$ cat src/sv/prc_pkg.sv
package prc_pkg;

  // Component format
  localparam int CB      = 20;
  localparam int FB      = 12;
  localparam int VEC_W   = 3 * CB;
  // Scalar input formats
  localparam int IM_W    = 16;
  localparam int TOT_W   = IM_W + 1;
  localparam int E_W     = 13;
  localparam int E_FB    = 12;
  localparam int FD_W    = 16;
  localparam int FD_FB   = 16;
  localparam int PEN_W   = 20;
  // Internal widths
  localparam int DIFF_W  = CB + 1;
  localparam int PROD_W  = DIFF_W + CB;
  localparam int DOT_W   = PROD_W + 2;
  localparam int TB_W    = DOT_W + 1 + E_W + 1;
  localparam int AB_W    = DOT_W + FD_W + 1;
  localparam int ACCS_W  = AB_W - FD_FB;
  localparam int CB_W    = ACCS_W + E_W + 1;
  localparam int TG_W    = TB_W - E_FB + 2;
  localparam int DELTA_W = DOT_W + 1;
  localparam int DIV_W   = DELTA_W + IM_W;
  localparam int REM_W   = TOT_W;
  localparam int Q_W     = DELTA_W - FB;
  localparam int SAT_W   = CB + Q_W + 4;
  // Stream word widths
  localparam int IN_W    = 5 * VEC_W + 2 * IM_W + E_W + PEN_W;
  localparam int IN_TW   = ((IN_W + 7) / 8) * 8;
  localparam int OUT_TW  = 4 * VEC_W;
  localparam logic [FD_W-1:0] FD_RESET = FD_W'(1092);

  typedef logic [2:0][CB-1:0] vec_t;

  // Per-contact operands carried along the front pipe
  typedef struct packed {
    vec_t             va;
    vec_t             vb;
    vec_t             n;
    logic [IM_W-1:0]  ima;
    logic [IM_W-1:0]  imb;
    logic [E_W-1:0]   e;
    logic [PEN_W-1:0] pen;
  } ctx_t;

  // Word handed from front to back
  typedef struct packed {
    vec_t              va;
    vec_t              vb;
    vec_t              n;
    logic [DELTA_W-1:0] delta;
    logic [PEN_W-1:0]  pen;
    logic [TOT_W-1:0]  total;
    logic [DIV_W-1:0]  vdiv;
    logic [DIV_W-1:0]  pdiv;
    logic              vflag;
    logic              pflag;
  } fb_t;

  // Clamp to the signed component range
  function automatic logic [CB-1:0] sat(input logic signed [SAT_W-1:0] x);
    logic signed [SAT_W-1:0] hi;
    logic signed [SAT_W-1:0] lo;
    hi = SAT_W'((64'sd1 <<< (CB - 1)) - 64'sd1);
    lo = -hi - SAT_W'(1);
    if (x > hi) sat = hi[CB-1:0];
    else if (x < lo) sat = lo[CB-1:0];
    else sat = x[CB-1:0];
  endfunction

endpackage

$ cat src/sv/prc_fifo.sv
module prc_fifo
  import prc_pkg::*;
(
  input  logic clk_i,
  input  logic rst_ni,
  input  logic push_i,
  input  fb_t  word_i,
  output logic full_o,
  input  logic pop_i,
  output logic empty_o,
  output fb_t  word_o
);

  localparam int DEPTH = 4;
  localparam int PTR_W = $clog2(DEPTH);

  fb_t              mem [DEPTH];
  logic [PTR_W-1:0] wptr_q, rptr_q;
  logic [PTR_W:0]   cnt_q;
  logic             do_pop;

  assign full_o  = (cnt_q == (PTR_W + 1)'(DEPTH));
  assign empty_o = (cnt_q == '0);
  assign do_pop  = pop_i && !empty_o;
  assign word_o  = mem[rptr_q];

  // Store the incoming word
  always_ff @(posedge clk_i) begin
    if (push_i) mem[wptr_q] <= word_i;
  end

  // Advance pointers and fill count
  always_ff @(posedge clk_i or negedge rst_ni) begin
    if (!rst_ni) begin
      wptr_q <= '0;
      rptr_q <= '0;
      cnt_q  <= '0;
    end else begin
      if (push_i) wptr_q <= wptr_q + PTR_W'(1);
      if (do_pop) rptr_q <= rptr_q + PTR_W'(1);
      cnt_q <= cnt_q + (PTR_W + 1)'(push_i) - (PTR_W + 1)'(do_pop);
    end
  end

endmodule

$ cat config.mk
export PLATFORM = sky130hd
export DESIGN_NAME = prc_fifo
export DESIGN_NICKNAME = d
export VERILOG_FILES = /design/src/sv/prc_pkg.sv /design/src/sv/prc_fifo.sv
export SDC_FILE = /design/constraint.sdc
export NUM_CORES = 1
export LEC_CHECK = 0
export BUFFER_PORTS_ARGS = -buffer_cell sky130_fd_sc_hd__buf_2
export CORE_MARGIN = 1
export CORE_UTILIZATION = 35
export CTS_CLUSTER_SIZE = 40
export DETAILED_ROUTE_END_ITERATION = 16
export HOLD_SLACK_MARGIN = 0.15
export PLACE_DENSITY_LB_ADDON = 0.2
export SLEW_MARGIN = 40
export SYNTH_ARGS = -nofsm -noshare
export SYNTH_HDL_FRONTEND = slang
export SYNTH_SLANG_ARGS = --single-unit
$ cat constraint.sdc
create_clock -name clk_i -period 13.62 [get_ports clk_i]
set_input_delay 1.362 -clock clk_i [delete_from_list [all_inputs] [get_ports clk_i]]
set_output_delay 1.362 -clock clk_i [all_outputs]
set_load 0.02 [all_outputs]
==> impl_metrics.tcl, run 1 <==
set metrics [dict create \
    outcome "finished clean" \
    core_um2 158000 \
    synth_edf_count 1532 \
    p_int_w 0.0105 \
    synth-seq-cells 1539 \
    cp.arrival_ns 4.15 \
    post-cts-setup-buffers 0 \
    initial_core_util_pct 35.2 \
    register_area_um2 46200 \
    dp_hpwl_mm 81.3 \
    rsz0062_at_grt "false" \
    root_buffer "clkbuf_16" \
    power.net_switching_w 0.00506 \
    wire_per_inst_um 24.7 \
    drive_gt1_share_pct 46.5 \
    wl_mm 127 \
    htree_levels 4 \
    dr.first_iter.drc_count 1574 \
    finalHoldViolations 0 \
    die_h_um 401 \
    drv_cap 0 \
    multiInputGateArea_um2 8840 \
    vias 25200 \
    p_clk_share_pct 27.2 \
    die-area_um2 161000 \
    grt_pass1_vias 27000 \
    synthArstFlopShare_pct 0.455 \
    power_leakage_nw 22.5 \
    antenna_found_initial 76 \
    grt_max_degree 127 \
    viasPerCell 4.90 \
    netlist_instances 2037 \
    tritoncts "done" \
    total_power_w 0.0155 \
    synth_area_per_cell_um2 27.4 \
    yosys-top-cells-area "edfxtp_1, mux4_2, buf_6" \
    seq_power_share_pct 41.2 \
    slew_violations 0 \
    cts_hold_buf 0 \
    routabilityCongestion 0.754 \
    tightestPinTransition_ns 0.838 \
    insertion_delay_ns 0.75 \
    path_max_fanout 60 \
    switching_share_pct 32.6 \
    pwr-share-comb_pct 31.6 \
    r2r_start "wptr_q[0]$_DFFE_PN0P_" \
    cp.required_ns 12.26 \
    finClkSkew_ns 0.0297 \
    cp-start-kind "flip-flop" \
    grt_pass1_wl_mm 186 \
    yosysMostFrequentCell "edfxtp_1" \
    synth_nets 2431 \
    drc 0 \
    pin_count 772 \
    synth.distinct_cells 19 \
    p_per_area_nw_per_um2 230 \
    clk_pin_slew_ns 0.06 \
    area_delta_synth_final_pct 20.8 \
    drt_pass1_iterations 6 \
    post_cts_resized 0 \
    grtUsageTotal_pct 15.7 \
    synth_top_area_share_pct 82.6 \
    relSlewSlack_pct 44.2 \
    die_w_um 401 \
    synth_common_cells "edfxtp_1, mux4_2, buf_6, buf_2" \
    final-setup-viol-count 0 \
    clock_path_buffers 3 \
    portBuffers 771 \
    synth_top_area_cell "edfxtp_1" \
    detail-route-antenna-nets 0 \
    vdd_drop_max_mv 0.137 \
    cts_buffers 164 \
    rows 146 \
    nets 3321 \
    post-route-period-util_pct 40.5 \
    cp-startpoint "rptr_q[0]$_DFFE_PN0P_" \
    cp-endpoint "word_o[107]" \
    syn_area_um2 55700 \
    r2r_end "mem[0][169]$_DFFE_PP_" \
    hp-class "input port to asynchronous set/reset pin" \
    r2r_slack_ns 10.02 \
    fmax_mhz 181 \
    fillers 13700 \
    worstSetupPathType "flip-flop to primary output" \
    whs_ns 0.443 \
    crit_path_end_kind "primary output" \
    post-route-min-period_ns 5.51 \
    ys.flop_type "edfxtp_1" \
    worst-r2r-cell-count 6 \
    cts_num_sinks 1539 \
    yosysWarnings 0 \
    overflow 0 \
    yosysSeqAreaShare_pct 82.9 \
    final.setup.tns_ns 0 \
]
power by group through the flow:
| stage | Combinational (W) | Clock, W | Sequential [W] |
|---|---|---|---|
| CTS | 0.00503 | 0.00433 | 0.00642 |
| global placement | 0.00491 | 0 | 0.00650 |
| global route | 0.00521 | 0.00450 | 0.00647 |
| finish | 0.00490 | 0.00421 | 0.00640 |
| detailed placement | 0.00502 | 0 | 0.00652 |
| floorplan | 0.00333 | 0 | 0.00679 |
logic make-up (layout without fill, tap and decap cells):
kind of cell / after synthesis / after routing / share of synthesized area, %
and+or+nand+nor: 7 / 7 / 0.0741
xor gates and xnor gates: 5 / 5 / 0.0786
DFF: 1539 / 1539 / 82.9
other: 0 / 19 / 0
AOI/OAI and AO/OA: 3 / 3 / 0.0382
muxes: 383 / 383 / 15.5
buffers and inverters: 93 / 1109 / 1.27
adders and majority gates: 7 / 7 / 0.171
layer usage:
metal	up-vias	global-route usage (%)	wire [um]
met5	-	0	566
met4	88	4.13	2590
met2	840	25.6	62500
met1	13300	18.5	48100
li1	10700	-	-
met3	274	7.54	13300
critical path: stages (launching register included):
cell and delay, ns:
dfrtp_4 0.89, buf_12 0.35, buf_16 0.43, clkbuf_8 0.65, mux4_2 0.67, buf_2 0.19
placed cells by master (no fill, tap or decap):
master and n:
edfxtp_1 1532, inv_16 2, clkbuf_16 166, xnor2_1 4, o31ai_1 1, inv_1 7
clkinv_16 4, o21ai_0 1, buf_2 771, clkbuf_8 1, buf_12 9, xor2_1 1
o311ai_0 1, buf_16 7, nand2_1 1, dfrtp_1 5, clkinvlp_4 8, and2_4 4
buf_6 20, fa_1 1, nor3_1 1, ha_1 6, buf_4 2, clkbuf_1 36
dfrtp_4 2, clkinv_8 2, nor3b_1 1, bufinv_16 9, clkinv_1 34, inv_6 7
mux4_2 383, clkinv_2 21, diode_2 19, clkinv_4 3
through the flow:
step	util (%)	worst slack (ns)	instances	instance area (um^2)
CTS	42.5	7.83	5122	67200
global route	42.5	7.69	5133	67300
detailed placement	39.2	8.68	4830	62000
floorplan	-	2.85	2037	55700
global placement	39.1	8.40	4824	61800
finish	42.5	8.11	5144	67300
how the worst min path moves through the flow:
stage                     startpoint               endpoint  slack [ns]  cells past startpoint
3_3_place_gp   wptr_q[0]$_DFFE_PN0P_  wptr_q[0]$_DFFE_PN0P_        0.51                      1
5_1_grt                       rst_ni  wptr_q[1]$_DFFE_PN0P_        0.38                      1
3_5_place_dp   wptr_q[0]$_DFFE_PN0P_  wptr_q[0]$_DFFE_PN0P_        0.55                      1
2_1_floorplan  wptr_q[0]$_DFFE_PN0P_  wptr_q[0]$_DFFE_PN0P_        0.49                      1
6_report                      rst_ni  wptr_q[1]$_DFFE_PN0P_        0.44                      1
4_1_cts                       rst_ni  wptr_q[1]$_DFFE_PN0P_        0.37                      1
flip-flops by register name, summed over array words and instances, names as in the netlist:
name and count:
cnt_q 3, mem 1532, rptr_q 2, wptr_q 2
cell type report:
class                           instances  area share [%]
Sequential cell                      1539            68.6
Multi-Input combinational cell        405            13.1
Timing Repair Buffer                  810            6.66
Clock buffer                          202            6.37
Tap cell                             2072            3.85
Clock inverter                         90            1.25
Antenna cell                           19          0.0706
Inverter                                7          0.0390
Power figures use the tool's default switching activity.
==> run 2: changes to the inputs <==
clock period = 5.5 ns   (was 13.62 ns; I/O delays follow)
==> run 2 against run 1 <==
  * Register-to-register slack got worse by 7.0 ns
  * Total power rose by 150%
  * First-iteration DRC count rose by 10%
  * Hold slack improved by 0.066 ns
  * Wire length rose by 2.4%
  * Clock power rose by 140%
  * Largest cell class unchanged
  * Highest routed layer unchanged
==> impl_metrics.tcl, run 2 (synthesis gave the netlist of run 1 again) <==
set metrics [dict create \
    rsz0062_at_grt "false" \
    wl_mm 130 \
    power_leakage_nw 24.1 \
    drt_pass1_iterations 4 \
    die_h_um 401 \
    final.setup.tns_ns 0 \
    register_area_um2 46200 \
    total_power_w 0.0385 \
    post-route-period-util_pct 68.4 \
    initial_core_util_pct 35.2 \
    max_stage_delay_ns 0.67 \
    top_regs "mem: 1532 flops, cnt_q: 3 flops" \
    p_per_area_nw_per_um2 542 \
    dp_hpwl_mm 81.6 \
    clock_path_buffers 3 \
    tightestPinTransition_ns 0.799 \
    tritoncts "done" \
    pin_count 772 \
    cpMostUsedCell "buf_12" \
    finClkSkew_ns 0.0163 \
    worstSetupPathType "flip-flop to primary output" \
    htree_levels 4 \
    slowest_stage "dfrtp_4" \
    finalHoldViolations 0 \
    clk_pin_slew_ns 0.06 \
    grt_max_degree 108 \
    final_cell_mix "edfxtp_1, buf_2, dlygate4sd3_1" \
    cp.required_ns 4.95 \
    die_w_um 401 \
    portBuffers 771 \
    layout_commonest_cell "edfxtp_1" \
    post-route-min-period_ns 3.76 \
    drv_cap 0 \
    slew_violations 0 \
    grtUsageTotal_pct 16.2 \
    largest_register_ffs 1532 \
    vdd_drop_max_mv 0.342 \
    root_buffer "clkbuf_16" \
    area_delta_synth_final_pct 27.6 \
    viasPerCell 4.79 \
    fmax_mhz 266 \
    grt_pass1_vias 29000 \
    die-area_um2 161000 \
    wire_per_inst_um 23.5 \
    vias 26600 \
    cts_buffers 163 \
    nets 3722 \
    cts_num_sinks 1539 \
    drc 0 \
    relSlewSlack_pct 46.8 \
    rows 146 \
    crit_chain "buf_12 > buf_12 > mux4_2 > buf_2" \
    detail-route-antenna-nets 0 \
    antenna_found_initial 28 \
    multiInputGateArea_um2 8840 \
    regMostFlops "mem" \
    cp-start-kind "flip-flop" \
    outcome "finished clean" \
    crit_path_end_kind "primary output" \
    grt_pass1_wl_mm 193 \
    fillers 13400 \
    core_um2 158000 \
    insertion_delay_ns 0.79 \
    path_max_fanout 77 \
    drive_gt1_share_pct 41.5 \
    dr.first_iter.drc_count 1732 \
    overflow 0 \
    hp-class "input port to flip-flop" \
    routabilityCongestion 0.759 \
    post-cts-setup-buffers 0 \
    final-setup-viol-count 0 \
    cp.arrival_ns 3.21 \
]
[run 2: cell types whose count changed in the layout (fill, tap and decap cells not counted), moves of 9 or more]
cell           previous run  this run
clkbuf_1                 36        27
buf_4                     2        34
buf_6                    20         1
clkinv_1                 34        45
buf_12                    9        19
dlygate4sd3_1             0       387
[run 2: cell type report]
class                   instances  share of cell area, %
diodes                         17                 0.0599
clock buffers                 190                   5.88
clock inverters               100                   1.16
inverters                       7                 0.0370
multi-input cells             405                   12.4
flip-flops and latches       1539                   65.0
well taps                    2072                   3.65
repair buffers               1212                   11.8
[run 2: layer usage]
layer	part of all wire, %	wire [um]	track usage [%]	vias to the layer above
met5	0.11	147	0	-
met1	40	52000	20.3	14000
met2	50	64700	26.7	837
met3	8.2	10700	5.54	171
met4	2.0	2550	4.51	22
li1	-	-	-	11500
[run 2: stage by stage]
step / std cells / utilization (%) / setup slack, ns / hold WS [ns] / instance area, um^2
floorplan: 2037 / - / 1.77 / 0.254 / 55700
global placement: 4843 / 39.2 / 2.42 / 0.392 / 62000
detailed placement: 4847 / 39.3 / 2.36 / 0.397 / 62100
CTS: 5524 / 44.9 / 1.48 / 0.421 / 71000
global route: 5535 / 44.9 / 1.48 / 0.460 / 71100
finish: 5542 / 44.9 / 1.74 / 0.510 / 71100
[run 2: worst paths after layout]
path                                       start                     to  slack, ns  cells after the start
max                        rptr_q[0]$_DFFE_PN0P_             word_o[67]       1.74                      4
min                                  word_i[347]  mem[0][347]$_DFFE_PP_       0.51                      2
max reg2reg                wptr_q[0]$_DFFE_PN0P_  mem[2][293]$_DFFE_PP_       3.06                      5
min reg2reg                wptr_q[0]$_DFFE_PN0P_  wptr_q[0]$_DFFE_PN0P_       0.54                      1
max in group asynchronous                 rst_ni  rptr_q[1]$_DFFE_PN0P_       4.43                      3
min in group asynchronous                 rst_ni     cnt_q[1]$_DFF_PN0_       0.80                      3
[run 2: worst max-delay path: cells and delay by family (launching register included)]
family	cells	cell delay, ns
buf+inv	3	0.94
flops	1	0.67
mux	1	0.63
[run 2: power breakdown]
part	internal, W	leakage (nW)	total (W)	switching [W]
clock	0.00579	2.43	0.0102	0.00445
combinational	0.00474	7.56	0.0124	0.00767
sequential	0.0153	14.2	0.0159	0.000533
[run 2: timing repair]
item / CTS / global route
hold buffers: 387 / 0
gates resized for setup: 0 / 0
hold endpoints to repair: 1544 / 0
